==> src/hdl/slrp_pkg.sv <==
// Package for the serial line to report packer.
// Holds default sizes, byte codes, operation codes and the FIFO control type.
// No dependencies.
`default_nettype none

package slrp_pkg;

    localparam int REPORT_BYTES_DEF = 8;
    localparam int FIFO_DEPTH_DEF   = 128;

    localparam logic [7:0] CODE_CR = 8'd13;
    localparam logic [7:0] CODE_LF = 8'd10;

    localparam logic OP_SERIAL = 1'b0;
    localparam logic OP_REPORT = 1'b1;

    typedef struct packed {
        logic push;
        logic pop;
    } fifo_ctl_t;

endpackage

`default_nettype wire

==> src/hdl/slrp_line_mem.sv <==
// Line store: one write port, one read port with registered read data.
// Depends on nothing but its parameters.
`default_nettype none

module slrp_line_mem #(
    parameter int DEPTH = 8,
    parameter int AW    = 3
) (
    input  wire logic          clk,
    input  wire logic          we,
    input  wire logic [AW-1:0] waddr,
    input  wire logic [7:0]    wdata,
    input  wire logic          re,
    input  wire logic [AW-1:0] raddr,
    output logic      [7:0]    rdata
);

    logic [7:0] mem [DEPTH];

    always_ff @(posedge clk)
    begin
        if (we)
        begin
            mem[waddr] <= wdata;
        end
        if (re)
        begin
            rdata <= mem[raddr];
        end
    end

endmodule

`default_nettype wire

==> src/hdl/slrp_fifo.sv <==
// Byte FIFO held in a synchronous memory, with read and write indexes and a count.
// Pushes that find it full are dropped. Uses slrp_pkg::fifo_ctl_t.
`default_nettype none

module slrp_fifo #(
    parameter int DEPTH = 128,
    parameter int CW    = 8
) (
    input  wire logic                clk,
    input  wire logic                rst_n,
    input  wire slrp_pkg::fifo_ctl_t ctl,
    input  wire logic [7:0]          wdata,
    output logic      [7:0]          rdata,
    output logic      [CW-1:0]       count
);

    localparam int IW = $clog2(DEPTH);

    logic [7:0]    mem [DEPTH];
    logic [IW-1:0] rd_idx_reg;
    logic [IW-1:0] rd_idx_next;
    logic [IW-1:0] wr_idx_reg;
    logic [IW-1:0] wr_idx_next;
    logic [CW-1:0] count_reg;
    logic [CW-1:0] count_next;
    logic          do_push;

    assign do_push = ctl.push && (count_reg < CW'(DEPTH));
    assign count   = count_reg;

    always_comb
    begin
        rd_idx_next = rd_idx_reg;
        wr_idx_next = wr_idx_reg;
        count_next  = count_reg;
        if (do_push)
        begin
            wr_idx_next = (wr_idx_reg == IW'(DEPTH - 1)) ? '0 : wr_idx_reg + 1'b1;
            count_next  = count_reg + 1'b1;
        end
        else if (ctl.pop)
        begin
            rd_idx_next = (rd_idx_reg == IW'(DEPTH - 1)) ? '0 : rd_idx_reg + 1'b1;
            count_next  = count_reg - 1'b1;
        end
    end

    always_ff @(posedge clk or negedge rst_n)
    begin
        if (!rst_n)
        begin
            rd_idx_reg <= '0;
            wr_idx_reg <= '0;
            count_reg  <= '0;
        end
        else
        begin
            rd_idx_reg <= rd_idx_next;
            wr_idx_reg <= wr_idx_next;
            count_reg  <= count_next;
        end
    end

    always_ff @(posedge clk)
    begin
        if (do_push)
        begin
            mem[wr_idx_reg] <= wdata;
        end
        if (ctl.pop)
        begin
            rdata <= mem[rd_idx_reg];
        end
    end

endmodule

`default_nettype wire

==> src/hdl/slrp_report_mem.sv <==
// Report store: synchronous memory with per-entry valid bits so that
// entries never written read as zero after reset. Read data is registered
// and held while re is low. No package dependencies.
`default_nettype none

module slrp_report_mem #(
    parameter int DEPTH = 8,
    parameter int AW    = 3
) (
    input  wire logic          clk,
    input  wire logic          rst_n,
    input  wire logic          we,
    input  wire logic [AW-1:0] waddr,
    input  wire logic [7:0]    wdata,
    input  wire logic          re,
    input  wire logic [AW-1:0] raddr,
    output logic      [7:0]    rdata
);

    logic [7:0]       mem [DEPTH];
    logic [DEPTH-1:0] valid_reg;
    logic [7:0]       rd_reg;
    logic             rd_valid_reg;

    assign rdata = rd_valid_reg ? rd_reg : 8'd0;

    always_ff @(posedge clk or negedge rst_n)
    begin
        if (!rst_n)
        begin
            valid_reg    <= '0;
            rd_valid_reg <= 1'b0;
        end
        else
        begin
            if (we)
            begin
                valid_reg[waddr] <= 1'b1;
            end
            if (re)
            begin
                rd_valid_reg <= valid_reg[raddr];
            end
        end
    end

    always_ff @(posedge clk)
    begin
        if (we)
        begin
            mem[waddr] <= wdata;
        end
        if (re)
        begin
            rd_reg <= mem[raddr];
        end
    end

endmodule

`default_nettype wire

==> src/hdl/serial_line_to_report_packer_unit.sv <==
// Serial line to report packer, top level.
// Depends on slrp_pkg, slrp_line_mem, slrp_fifo and slrp_report_mem.
//
// Input channel (in_valid/in_ready) carries one item: a received serial byte
// (operation 0) or a host request for a report (operation 1), plus the link
// state. Output channel (out_valid/out_ready) carries report bytes, last_byte
// marks the final one.
// A serial byte that ends a line (zero or full line store) has the line
// copied into the FIFO at one byte per cycle through the line store read port.
// A report request with the link up and bytes in the FIFO pops up to
// REPORT_BYTES-1 bytes through the FIFO read port, writes the closing zero,
// then reads REPORT_BYTES report bytes, one per cycle while the receiver
// takes them.
// The report store read register is the output register: a stalled receiver
// holds the byte and pauses the read sequence. The next item is accepted as
// soon as the last report byte has been read out, even if it is not yet taken.
// Reset clears the line fill, FIFO indexes and count, and the report store
// valid bits (the report reads as zeros); no clearing pass is needed.
`default_nettype none

module serial_line_to_report_packer_unit #(
    parameter int REPORT_BYTES = slrp_pkg::REPORT_BYTES_DEF,
    parameter int FIFO_DEPTH   = slrp_pkg::FIFO_DEPTH_DEF
) (
    input  wire logic       clk,
    input  wire logic       rst_n,
    input  wire logic       in_valid,
    output logic            in_ready,
    input  wire logic       operation,
    input  wire logic [7:0] rx_byte,
    input  wire logic       link_configured,
    output logic            out_valid,
    input  wire logic       out_ready,
    output logic      [7:0] report_byte,
    output logic            last_byte
);

    localparam int AW  = $clog2(REPORT_BYTES);
    localparam int NW  = $clog2(REPORT_BYTES + 1);
    localparam int FCW = $clog2(FIFO_DEPTH + 1);

    localparam logic [1:0] ST_IDLE  = 2'd0;
    localparam logic [1:0] ST_FLUSH = 2'd1;
    localparam logic [1:0] ST_MOVE  = 2'd2;
    localparam logic [1:0] ST_EMIT  = 2'd3;

    logic [1:0]    state_reg;
    logic [1:0]    state_next;
    logic [NW-1:0] fill_reg;
    logic [NW-1:0] fill_next;
    logic [NW-1:0] cnt_reg;
    logic [NW-1:0] cnt_next;
    logic [NW-1:0] lim_reg;
    logic [NW-1:0] lim_next;
    logic          fl_pend_reg;
    logic          fl_pend_next;
    logic          mv_pend_reg;
    logic          mv_pend_next;
    logic [AW-1:0] mv_idx_reg;
    logic [AW-1:0] mv_idx_next;
    logic          out_valid_reg;
    logic          out_valid_next;
    logic          last_reg;
    logic          last_next;

    logic          accept;
    logic [7:0]    clean_byte;
    logic [NW-1:0] fill_inc;

    logic          line_we;
    logic          line_re;
    logic [7:0]    line_rdata;

    slrp_pkg::fifo_ctl_t fifo_ctl;
    logic [7:0]          fifo_rdata;
    logic [FCW-1:0]      fifo_count;

    logic          rep_we;
    logic [AW-1:0] rep_waddr;
    logic [7:0]    rep_wdata;
    logic          rep_re;

    assign accept     = in_valid && in_ready;
    assign in_ready   = (state_reg == ST_IDLE);
    assign clean_byte = (rx_byte == slrp_pkg::CODE_CR) ? 8'd0 : rx_byte;
    assign fill_inc   = fill_reg + 1'b1;
    assign out_valid  = out_valid_reg;
    assign last_byte  = last_reg;

    always_comb
    begin
        state_next     = state_reg;
        fill_next      = fill_reg;
        cnt_next       = cnt_reg;
        lim_next       = lim_reg;
        fl_pend_next   = 1'b0;
        mv_pend_next   = 1'b0;
        mv_idx_next    = mv_idx_reg;
        last_next      = last_reg;
        line_we        = 1'b0;
        line_re        = 1'b0;
        fifo_ctl.push  = fl_pend_reg;
        fifo_ctl.pop   = 1'b0;
        rep_we         = mv_pend_reg;
        rep_waddr      = mv_idx_reg;
        rep_wdata      = fifo_rdata;
        rep_re         = 1'b0;

        case (state_reg)
            ST_IDLE:
            begin
                if (accept && operation == slrp_pkg::OP_SERIAL)
                begin
                    // drop line feeds and bytes seen while the link is down
                    if (rx_byte != slrp_pkg::CODE_LF && link_configured)
                    begin
                        line_we = 1'b1;
                        if (clean_byte == 8'd0 || fill_inc == NW'(REPORT_BYTES))
                        begin
                            lim_next   = fill_inc;
                            cnt_next   = '0;
                            fill_next  = '0;
                            state_next = ST_FLUSH;
                        end
                        else
                        begin
                            fill_next = fill_inc;
                        end
                    end
                end
                else if (accept && link_configured && fifo_count != '0)
                begin
                    if (32'(fifo_count) >= 32'(REPORT_BYTES - 1))
                    begin
                        lim_next = NW'(REPORT_BYTES - 1);
                    end
                    else
                    begin
                        lim_next = NW'(fifo_count);
                    end
                    cnt_next   = '0;
                    state_next = ST_MOVE;
                end
            end
            ST_FLUSH:
            begin
                if (cnt_reg < lim_reg)
                begin
                    line_re      = 1'b1;
                    fl_pend_next = 1'b1;
                    cnt_next     = cnt_reg + 1'b1;
                end
                else
                begin
                    // last read still lands in the FIFO this cycle
                    state_next = ST_IDLE;
                end
            end
            ST_MOVE:
            begin
                if (cnt_reg < lim_reg)
                begin
                    fifo_ctl.pop = 1'b1;
                    mv_pend_next = 1'b1;
                    mv_idx_next  = cnt_reg[AW-1:0];
                    cnt_next     = cnt_reg + 1'b1;
                end
                else if (!mv_pend_reg)
                begin
                    // close the report with a zero
                    rep_we     = 1'b1;
                    rep_waddr  = lim_reg[AW-1:0];
                    rep_wdata  = 8'd0;
                    cnt_next   = '0;
                    state_next = ST_EMIT;
                end
            end
            ST_EMIT:
            begin
                if (!out_valid_reg || out_ready)
                begin
                    rep_re    = 1'b1;
                    last_next = (cnt_reg == NW'(REPORT_BYTES - 1));
                    cnt_next  = cnt_reg + 1'b1;
                    if (cnt_reg == NW'(REPORT_BYTES - 1))
                    begin
                        state_next = ST_IDLE;
                    end
                end
            end
            default:
            begin
                state_next = ST_IDLE;
            end
        endcase

        if (rep_re)
        begin
            out_valid_next = 1'b1;
        end
        else if (out_ready)
        begin
            out_valid_next = 1'b0;
        end
        else
        begin
            out_valid_next = out_valid_reg;
        end
    end

    always_ff @(posedge clk or negedge rst_n)
    begin
        if (!rst_n)
        begin
            state_reg     <= ST_IDLE;
            fill_reg      <= '0;
            cnt_reg       <= '0;
            lim_reg       <= '0;
            fl_pend_reg   <= 1'b0;
            mv_pend_reg   <= 1'b0;
            out_valid_reg <= 1'b0;
            last_reg      <= 1'b0;
        end
        else
        begin
            state_reg     <= state_next;
            fill_reg      <= fill_next;
            cnt_reg       <= cnt_next;
            lim_reg       <= lim_next;
            fl_pend_reg   <= fl_pend_next;
            mv_pend_reg   <= mv_pend_next;
            out_valid_reg <= out_valid_next;
            last_reg      <= last_next;
        end
    end

    always_ff @(posedge clk)
    begin
        mv_idx_reg <= mv_idx_next;
    end

    slrp_line_mem #(
        .DEPTH (REPORT_BYTES),
        .AW    (AW)
    ) u_line (
        .clk   (clk),
        .we    (line_we),
        .waddr (fill_reg[AW-1:0]),
        .wdata (clean_byte),
        .re    (line_re),
        .raddr (cnt_reg[AW-1:0]),
        .rdata (line_rdata)
    );

    slrp_fifo #(
        .DEPTH (FIFO_DEPTH),
        .CW    (FCW)
    ) u_fifo (
        .clk   (clk),
        .rst_n (rst_n),
        .ctl   (fifo_ctl),
        .wdata (line_rdata),
        .rdata (fifo_rdata),
        .count (fifo_count)
    );

    slrp_report_mem #(
        .DEPTH (REPORT_BYTES),
        .AW    (AW)
    ) u_report (
        .clk   (clk),
        .rst_n (rst_n),
        .we    (rep_we),
        .waddr (rep_waddr),
        .wdata (rep_wdata),
        .re    (rep_re),
        .raddr (cnt_reg[AW-1:0]),
        .rdata (report_byte)
    );

endmodule

`default_nettype wire

==> config.mk <==
export PLATFORM = sky130hd
export DESIGN_NAME = serial_line_to_report_packer_unit
export DESIGN_NICKNAME = d
export VERILOG_FILES = /design/src/hdl/slrp_pkg.sv /design/src/hdl/slrp_line_mem.sv /design/src/hdl/slrp_fifo.sv /design/src/hdl/slrp_report_mem.sv /design/src/hdl/serial_line_to_report_packer_unit.sv
export SDC_FILE = /design/constraint.sdc
export NUM_CORES = 1
export LEC_CHECK = 0
export BUFFER_PORTS_ARGS = -buffer_cell sky130_fd_sc_hd__buf_4
export CAP_MARGIN = 20
export CELL_PAD_IN_SITES_DETAIL_PLACEMENT = 1
export CELL_PAD_IN_SITES_GLOBAL_PLACEMENT = 2
export CORE_UTILIZATION = 35
export DETAILED_ROUTE_END_ITERATION = 12
export GPL_ROUTABILITY_DRIVEN = 0
export PLACE_DENSITY = 0.67
export SLEW_MARGIN = 20
export SYNTH_ARGS = -nofsm -noshare
export SYNTH_HDL_FRONTEND = slang
export SYNTH_HIERARCHICAL = 1
export SYNTH_SLANG_ARGS = --single-unit
==> constraint.sdc <==
create_clock -name clk -period 3.7 [get_ports clk]
set_input_delay 1.11 -clock clk [delete_from_list [all_inputs] [get_ports clk]]
set_output_delay 1.11 -clock clk [all_outputs]
set_load 0.01 [all_outputs]
==> summary.md, run 1 <==
| Metric | Value |
|---|---|
| Run status | `complete, no violations` |
| Mapped Area | `around 0.049 mm²` |
| Grt ovf | `0` |
| Vias in the first global route | `approximately 26,000` |
| RSZ-0062 raised after global routing | `false` |
| H-tree depth | `4` |
| Sequential share of the synthesized area | `0.753` |
| Postcts setup bufs | `0` |
| Max-cap violations | `0` |
| Final setup viols | `0` |
| 1st-iter DRT viols | `approximately 2,100` |
| Remaining routing DRC violations | `0` |
| Clk_lat worst skew | `about 740 ps` |
| Post-placement cell area | `~0.05 mm²` |
| DRT Pass-1 Iters | `6` |
| CP required | `4150 ps` |
| Total track usage | `0.178` |
| CTS tree | `built` |
| DR vias | `roughly 25,000` |
| Wire per inst | `roughly 28 µm` |
| Worst Max-Slew Pin Slew | `about 1100 ps` |
| Yosys top cell area share | `0.727` |
| CTS clock-pin slew for the worst setup and hold paths | `around 60 ps` |
| Port Buffers | `24` |
| Layout Cells excl Fill | `between 4,000 and 5,000` |
| Cell Rows | `approximately 140` |
| Die height | `375 µm` |
| Ports | `25` |
| First-pass GRT wire length | `between 150,000 and 200,000 µm` |
| Commonest register cell after synthesis | `edfxtp_1` |
| Placed Cells incl. Taps | `4,289` |
| Post-synth top cells | `1,179 x edfxtp_1, 209 x mux4_2, 166 x nor2_1` |
| Max-slew violations | `0` |
| Fillers | `13,120` |
| Leak Pwr | `17.7 nW` |
| Layout cells sized above 1 | `0.223` |
| Power Dens Cells | `roughly 740 mW/mm²` |
| Sink Count | `1,228` |
| Initial Util | `0.354` |
| Crit path buf inv count | `1` |
| Max clock buf depth | `3` |
| Area grow syn2layout | `14.5%` |
| Final instance area | `between 0.05 and 0.06 mm²` |
| CP Depth | `5` |
| Setup Skew | `around 30 ps` |
| Max Freq | `292 MHz` |
| CP Capture Type | `register` |
| Routed Wire Length | `between 100,000 and 150,000 µm` |
| Hold Crit Class | `in -> async` |
| Reg2Reg Depth | `5` |
| Syn Nets | `roughly 2,500` |
| Avg Synthesized Cell Area | `19.6 µm²` |
| Post-DP HPWL | `a little under 80,000 µm` |
| Warnings, synthesis | `6` |
| Final min period | `3430 ps` |
| Remaining antenna violation count | `0` |
| Reg with most FFs | `u_fifo/mem` |
| Cell taking the most area after synthesis | `edfxtp_1` |
| Max reg flops | `around 1,000` |
| CP max stage delay | `around 840 ps` |
| Yosys reg bits | `approximately 1,200` |
| Largest fanout on the critical path | `35` |
| Quantity of gates resized following cts | `0` |
| Core Area | `about 0.14 mm²` |
| Via-per-instance ratio | `5.41` |
| Family with the most delay on the worst path | `compound AO/OA/AOI/OAI gates` |
| Number of flops mapped to enable cells by yosys | `roughly 1,200` |
| Post-route setup TNS | `0 ps` |
| Slowest cell on crit path | `a221oi_1` |
| Synth area leaders | `edfxtp_1 73%, mux4_2 9.7%, mux2i_1 2.6%, dfrtp_1 2.5%, mux4_1 1.3%` |
| # hold bufs at CTS | `0` |
| Utilization after layout | `0.405` |
| Crit-path cells | `buf_12 > mux4_2 > a221o_1 > a221oi_1 > a31oi_1` |
| Final worst-path cycle share | `0.927` |
| Share of flip-flops with an asynchronous set or reset | `0.0399` |
| Regs by FF count | `u_fifo/mem x1024, u_line/mem x64, u_report/mem x64` |
| Clock Root Buffer | `clkbuf_16` |
| Crit Path Category | `reg -> reg` |
| Nets | `2,661` |
| Chip width | `about 370 µm` |
| Crit path DAT | `3870 ps` |
| Mapped Cells | `between 2,000 and 2,500` |
| Most frequent cell after synthesis | `edfxtp_1` |
| Worst setup SP type | `register` |
| Final hold violation count | `0` |
| Largest net degree at the start of global routing | `129` |
| ANT cells | `0` |
| TritonCTS Buffers | `between 100 and 150` |
| Post-synth cell types | `81` |
| Die area | `between 0.1 and 0.15 mm²` |
| Max IR drop VDD | `between 0.3 and 0.4 mV` |
| Max_slew headroom | `0.272` |
| Initial antenna violation count | `1` |
==> per-stage QoR <==
stage / hold slack, ps / total power [W] / setup slack, ps
floorplan: 439 / 0.0245 / 638
global placement: 452 / 0.0285 / 201
detailed placement: 456 / 0.0288 / 219
CTS: 430 / 0.0419 / 224
global route: 461 / 0.0430 / 188
finish: 449 / 0.0415 / 270
==> per-layer routing <==
layer	global-route usage	share of wire
met4	0.0474	0.020
met3	0.0277	0.054
met5	0	0
met2	0.297	0.50
met1	0.242	0.43
==> cells in the final DEF (no fill, tap or decap), types with 24 or more instances in the layout <==
| cell | n |
|---|---|
| a211oi_1 | 26 |
| a21oi_1 | 41 |
| a22oi_1 | 29 |
| buf_4 | 126 |
| clkbuf_1 | 30 |
| clkbuf_16 | 137 |
| dfrtp_1 | 45 |
| edfxtp_1 | 1179 |
| mux2_2 | 26 |
| mux2i_1 | 127 |
| mux4_1 | 25 |
| mux4_2 | 209 |
| nand2_1 | 90 |
| nand3_1 | 27 |
| nor2_1 | 165 |
| nor2b_1 | 29 |
| nor3_1 | 24 |
| o21ai_0 | 24 |
| o22ai_1 | 38 |
==> power by group <==
part / switching [W] / total [W] / internal [W]
logic: 0.00657 / 0.0114 / 0.00487
registers: 0.000639 / 0.0169 / 0.0163
clock network: 0.00544 / 0.0131 / 0.00767
==> logic make-up (layout without fill, tap and decap cells) <==
group,after synthesis,count (layout),synth area share
XOR/XNOR,15,15,0.00270
AND/OR/NAND/NOR,429,429,0.0418
AO/OA/AOI/OAI,260,260,0.0387
multiplexers,387,387,0.142
adder cells (fa/ha/maj),15,15,0.00401
flip-flops,1228,1228,0.753
buffers and inverters,154,398,0.0179
==> final cells by class <==
class	count	area, µm²	area share
Sequential cell	1228	36600	0.658
Multi-Input combinational cell	1106	11200	0.201
Clock buffer	168	3550	0.0638
Tap cell	1794	2240	0.0403
Timing Repair Buffer	146	1330	0.0239
Clock inverter	68	711	0.0128
Inverter	16	60.1	0.00108
==> final timing paths <==
kind	start	to	slack (ps)
worst min-delay path	rst_n	fill_reg[1]	450
worst max register to register	u_fifo/rd_idx_reg[0]	u_fifo/rdata[1]	270
worst max-delay path	u_fifo/rd_idx_reg[0]	u_fifo/rdata[1]	270
worst min register to register	u_report/valid_reg[4]	u_report/valid_reg[4]	480
min in group clk	u_report/valid_reg[4]	u_report/valid_reg[4]	480
max in group asynchronous	rst_n	u_fifo/rd_idx_reg[1]	2650
No activity file was read; power rests on OpenSTA's default activity.
==> run 2, diff against run 1 <==
--- a/config.mk
+++ b/config.mk
@@ -9,6 +9,7 @@
 export CAP_MARGIN = 20
 export CELL_PAD_IN_SITES_DETAIL_PLACEMENT = 1
 export CELL_PAD_IN_SITES_GLOBAL_PLACEMENT = 2
+export CORE_ASPECT_RATIO = 1.25
 export CORE_UTILIZATION = 35
 export DETAILED_ROUTE_END_ITERATION = 12
 export GPL_ROUTABILITY_DRIVEN = 0
==> constraint.sdc (replaced) <==
create_clock -name clk -period 4.25 [get_ports clk]
set_input_delay 1.275 -clock clk [delete_from_list [all_inputs] [get_ports clk]]
set_output_delay 1.275 -clock clk [all_outputs]
set_load 0.05 [all_outputs]
==> summary.md, run 2 (same netlist as run 1, synthesis figures left out) <==
| Metric | Value |
|---|---|
| Top cell by count, worst path | `buf_4` |
| # hold bufs at CTS | `0 (unchanged)` |
| Total track usage | `0.180 (+0.00167)` |
| Worst setup SP type | `register` |
| Regs by FF count | `u_fifo/mem x1024, u_line/mem x64, u_report/mem x64` |
| Ports | `25 (unchanged)` |
| Die area | `0.141 mm² (about the same)` |
| Slowest cell on crit path | `a211oi_1` |
| Core Area | `0.138 mm² (about the same)` |
| CP max stage delay | `880 ps (+40 ps)` |
| First-pass GRT wire length | `184,000 µm (+0.39%)` |
| Quantity of gates resized following cts | `0 (unchanged)` |
| Die height | `419 µm (+12%)` |
| Grt ovf | `0 (unchanged)` |
| Clock Root Buffer | `clkbuf_16` |
| Postcts setup bufs | `0 (unchanged)` |
| Max-cap violations | `0 (unchanged)` |
| Final hold violation count | `0 (unchanged)` |
| Final min period | `3650 ps (+224 ps)` |
| Max clock buf depth | `3 (unchanged)` |
| DRT Pass-1 Iters | `8 (+2)` |
| Power Dens Cells | `644 mW/mm² (-13%)` |
| Sink Count | `1,228 (unchanged)` |
| Most frequent cells in the layout | `1,179 x edfxtp_1, 209 x mux4_2, 165 x nor2_1` |
| Cell Rows | `152 (+12%)` |
| Utilization after layout | `0.401 (-0.00352)` |
| Leak Pwr | `17.4 nW (-1.6%)` |
| Crit path DAT | `4240 ps (+370 ps)` |
| Crit-path cells | `buf_4 > nor2b_1 > buf_4 > a2111oi_0 > a211oi_1 > o32a_1` |
| CP required | `4840 ps (+690 ps)` |
| Nets | `2,625 (-1.4%)` |
| Multi-input logic area | `0.0112 mm² (about the same)` |
| Fillers | `13,250 (+0.99%)` |
| Reg with most FFs | `u_fifo/mem` |
| Vias in the first global route | `26,232 (+1.1%)` |
| Post-route setup TNS | `0 ps (unchanged)` |
| Final worst-path cycle share | `0.860 (-0.0672)` |
| Max IR drop VDD | `0.364 mV (-5.8%)` |
| Via-per-instance ratio | `5.37 (-0.90%)` |
| Run status | `complete, no violations` |
| Initial Util | `0.353 (about the same)` |
| Max_slew headroom | `0.269 (-0.00352)` |
| CP Capture Type | `register` |
| Clk_lat worst skew | `730 ps (about the same)` |
| H-tree depth | `3 (-1)` |
| Chip width | `336 µm (-11%)` |
| Commonest non-fill, non-tap cell in the layout | `edfxtp_1` |
| CTS tree | `built` |
| Crit Path Category | `reg -> reg` |
| Initial antenna violation count | `2 (+1)` |
| Register area | `0.0366 mm² (unchanged)` |
| Setup Skew | `40.3 ps (+9.68 ps)` |
| Final setup viols | `0 (unchanged)` |
| Area grow syn2layout | `13.5%` |
| DR vias | `24,369 (-0.55%)` |
| Remaining antenna violation count | `0 (unchanged)` |
| Largest net degree at the start of global routing | `129 (unchanged)` |
| 1st-iter DRT viols | `1,890 (-9.0%)` |
| Family with the most delay on the worst path | `compound AO/OA/AOI/OAI gates` |
| Hold Crit Class | `reg -> reg` |
| Wire per inst | `27.7 µm (about the same)` |
| Layout cells sized above 1 | `0.215 (-0.00799)` |
| Routed Wire Length | `126,000 µm (+0.39%)` |
| Post-DP HPWL | `78,600 µm (+1.4%)` |
| CTS clock-pin slew for the worst setup and hold paths | `60 ps (about the same)` |
| Worst Max-Slew Pin Slew | `1090 ps (+2.71 ps)` |
| Max-slew violations | `0 (unchanged)` |
| Crit path buf inv count | `2 (+1)` |
| RSZ-0062 raised after global routing | `false` |
| TritonCTS Buffers | `116 (-13%)` |
| ANT cells | `0 (unchanged)` |
| Largest fanout on the critical path | `12 (-66%)` |
| Port Buffers | `24 (unchanged)` |
| Max reg flops | `1,024 (unchanged)` |
| Remaining routing DRC violations | `0 (unchanged)` |
| Max Freq | `274 MHz (-6.1%)` |
## run 2: layer usage
layer | vias up | wire length [µm] | track usage
li1 | 10395 | - | -
met1 | 13174 | 50400 | 0.222
met2 | 625 | 66300 | 0.321
met3 | 175 | 5170 | 0.0227
met4 | 0 | 3790 | 0.0638
met5 | - | 0 | 0
## run 2: worst register-to-register path: stages, from the launching register on
cell and delay [ps]:
dfrtp_1 710, buf_4 300, nor2b_1 820, buf_4 340, a2111oi_0 160, a211oi_1 890, o32a_1 300
## run 2: per-stage QoR
step | area (µm²) | total power (W) | setup slack [ps] | instances | hold WS, ps
final | 55300 | 0.0356 | 596 | 4542 | 467
after global placement | 51400 | 0.0251 | 368 | 4326 | 451
after CTS | 55200 | 0.0360 | 637 | 4542 | 471
after global routing | 55300 | 0.0369 | 647 | 4542 | 485
after detailed placement | 51400 | 0.0253 | 303 | 4326 | 456
after floorplan | 48700 | 0.0215 | 1020 | 2488 | 439
## run 2: report_power, final
group	internal (W)	leakage [nW]	switching, W
Clock	0.00610	1.90	0.00452
Sequential	0.0142	11.2	0.000598
Combinational	0.00425	4.32	0.00594
Total	0.0245	17.4	0.0111
## run 2: area by class of cell
class	count	area share
Clock inverter	78	0.0153
Multi-Input combinational cell	1106	0.202
Sequential cell	1228	0.663
Timing Repair Buffer	128	0.0210
Inverter	16	0.00109
Clock buffer	138	0.0552
Tap cell	1848	0.0418
## run 2: worst paths after layout
path | from | to | slack (ps) | cells past startpoint
setup / recovery | u_fifo/rd_idx_reg[3] | u_fifo/rdata[5] | 600 | 6
min in group asynchronous | rst_n | u_fifo/count[0] | 620 | 1
max in group asynchronous | rst_n | u_fifo/rd_idx_reg[2] | 3050 | 1
hold / removal | u_report/valid_reg[6] | u_report/valid_reg[6] | 470 | 1
setup reg to reg | u_fifo/rd_idx_reg[3] | u_fifo/rdata[5] | 600 | 6
hold reg to reg | u_report/valid_reg[6] | u_report/valid_reg[6] | 470 | 1
==> run 3, diff against run 2 <==
--- a/config.mk
+++ b/config.mk
@@ -10,10 +10,10 @@
 export CELL_PAD_IN_SITES_DETAIL_PLACEMENT = 1
 export CELL_PAD_IN_SITES_GLOBAL_PLACEMENT = 2
 export CORE_ASPECT_RATIO = 1.25
-export CORE_UTILIZATION = 35
+export CORE_UTILIZATION = 54
 export DETAILED_ROUTE_END_ITERATION = 12
 export GPL_ROUTABILITY_DRIVEN = 0
-export PLACE_DENSITY = 0.67
+export PLACE_DENSITY = 0.92
 export SLEW_MARGIN = 20
 export SYNTH_ARGS = -nofsm -noshare
 export SYNTH_HDL_FRONTEND = slang
==> summary.md, run 3 (same netlist as run 1, synthesis figures left out) <==
| Metric | Value |
|---|---|
| Via-per-instance ratio | `6.59 (+23%)` |
| Final setup viols | `0 (unchanged)` |
| R2R Setup Slk | `360 ps (-240 ps)` |
| CTS tree | `built` |
| Utilization after layout | `0.611 (+0.209)` |
| Max clock buf depth | `3 (unchanged)` |
| Worst Max-Slew Pin Slew | `1100 ps (+13.0 ps)` |
| Power share of the combinational group | `0.285 (-0.002)` |
| Reg with most FFs | `u_fifo/mem` |
| Cell Rows | `122 (-20%)` |
| First-pass GRT wire length | `188,000 µm (+2.3%)` |
| Core Area | `0.0888 mm² (-35%)` |
| Die area | `0.0913 mm² (-35%)` |
| Layout cells sized above 1 | `0.212 (-0.00331)` |
| Power Dens Cells | `657 mW/mm² (+2.1%)` |
| Remaining antenna violation count | `0 (unchanged)` |
| Run status | `complete, no violations` |
| CP required | `4760 ps (-80 ps)` |
| Total track usage | `0.284 (+0.104)` |
| DRT Pass-1 Iters | `5 (-3)` |
| Crit path DAT | `4400 ps (+160 ps)` |
| Total power | `0.0357 W (+0.28%)` |
| Switching pwr | `0.0111 W (+0.52%)` |
| ANT cells | `0 (unchanged)` |
| Internal power consumption | `0.0245 W (+0.17%)` |
| CTS clock-pin slew for the worst setup and hold paths | `70 ps (about the same)` |
| Clock power share | `0.301 (+0.003)` |
| Chip width | `271 µm (-19%)` |
| Hold_sp | `u_report/valid_reg[0]` |
| Max-cap violations | `0 (unchanged)` |
| Routed Wire Length | `128,000 µm (+1.9%)` |
| Quantity of gates resized following cts | `0 (unchanged)` |
| Regs by FF count | `u_fifo/mem x1024, u_line/mem x64, u_report/mem x64` |
| 1st-iter DRT viols | `2,583 (+37%)` |
| Ports | `25 (unchanged)` |
| Clk_lat worst skew | `710 ps (-20 ps)` |
| TritonCTS Buffers | `112 (-3.4%)` |
| Final min period | `3890 ps (+238 ps)` |
| Remaining routing DRC violations | `0 (unchanged)` |
| Max_slew headroom | `0.264 (-0.00431)` |
| Vias in the first global route | `27,312 (+4.1%)` |
| Initial Util | `0.548 (+0.194)` |
| DR vias | `25,367 (+4.1%)` |
| Clock Root Buffer | `clkbuf_16` |
| Max-slew violations | `0 (unchanged)` |
| Grt ovf | `0 (unchanged)` |
| Sink Count | `1,228 (unchanged)` |
| Switching Fraction | `0.312 (+0.000746)` |
| Commonest non-fill, non-tap cell in the layout | `edfxtp_1` |
| Sequential Power Share | `0.414 (about the same)` |
| # hold bufs at CTS | `0 (unchanged)` |
| Wire per inst | `33.3 µm (+20%)` |
| Post-route setup TNS | `0 ps (unchanged)` |
| H-tree depth | `3 (unchanged)` |
| CP Capture Type | `register` |
| Largest fanout on the critical path | `39 (+27)` |
| R2r startpoint | `u_fifo/rd_idx_reg[1]` |
| Worst setup SP type | `register` |
| Nets | `2,608 (-0.65%)` |
| Initial antenna violation count | `2 (unchanged)` |
| Largest net degree at the start of global routing | `129 (unchanged)` |
| Hold Crit Class | `reg -> reg` |
| Max Freq | `257 MHz (-6.1%)` |
| Leak Pwr | `17.3 nW (-0.53%)` |
| Crit Path Category | `reg -> reg` |
| Post-DP HPWL | `77,800 µm (-0.96%)` |
| Setup Skew | `32.2 ps (-8.11 ps)` |
| Area grow syn2layout | `11.5%` |
| Port Buffers | `24 (unchanged)` |
| Final worst-path cycle share | `0.916 (+0.0560)` |
| Postcts setup bufs | `0 (unchanged)` |
| Most frequent cells in the layout | `1,179 x edfxtp_1, 209 x mux4_2, 165 x nor2_1` |
| Worst Setup SP | `u_fifo/rd_idx_reg[1]` |
| Max reg flops | `1,024 (unchanged)` |
| Final hold violation count | `0 (unchanged)` |
| Fillers | `7,394 (-44%)` |
| Max IR drop VDD | `0.475 mV (+30%)` |
| Die height | `338 µm (-19%)` |
| RSZ-0062 raised after global routing | `false` |
[run 3: path summary, 6_finish.rpt]
check                                   endpoint  cells past startpoint
max                              u_fifo/rdata[1]                      7
min                        u_report/valid_reg[0]                      1
max reg2reg                      u_fifo/rdata[1]                      7
min reg2reg                u_report/valid_reg[0]                      1
max in group asynchronous   u_fifo/rd_idx_reg[2]                      1
min in group asynchronous            fill_reg[2]                      1
[run 3: routing by layer]
| layer | share of wire | global-route usage |
|---|---|---|
| met1 | 0.36 | 0.350 |
| met2 | 0.52 | 0.494 |
| met3 | 0.071 | 0.0426 |
| met4 | 0.052 | 0.140 |
| met5 | 0.00019 | 0 |
[run 3: stage by stage]
step	instances	setup slack (ps)	hold WS [ps]	area, µm²
after CTS	3848	452	476	54200
after detailed placement	3643	483	459	50300
after global placement	3643	571	451	50300
after floorplan	2488	1020	439	48700
after global routing	3848	394	495	54200
final	3848	358	475	54200
[run 3: area by class of cell]
cell class / count / area [µm²] / share of cell area
tap: 1178 / 1470 / 0.0272
inverter: 16 / 60.1 / 0.00111
clock buffer: 133 / 2980 / 0.0550
sequential: 1228 / 36600 / 0.675
clock inverter: 72 / 911 / 0.0168
timing repair buffer: 115 / 988 / 0.0182
multi-input combinational: 1106 / 11200 / 0.206
[run 3: worst max-delay path, cell delays in order, from the launching register on]
cell	delay [ps]
dfrtp_4	830
buf_4	420
nand3_1	440
o221ai_1	440
a21oi_1	100
a211oi_1	830
nor3_1	280
a31oi_1	310
[run 3: power by group through the flow]
| stage | Clock (W) | Combinational (W) | Sequential, W |
|---|---|---|---|
| after floorplan | 0 | 0.00675 | 0.0148 |
| after global placement | 0 | 0.00952 | 0.0149 |
| after detailed placement | 0 | 0.00997 | 0.0150 |
| after CTS | 0.0108 | 0.0101 | 0.0148 |
| after global routing | 0.0112 | 0.0106 | 0.0148 |
| final | 0.0107 | 0.0102 | 0.0148 |
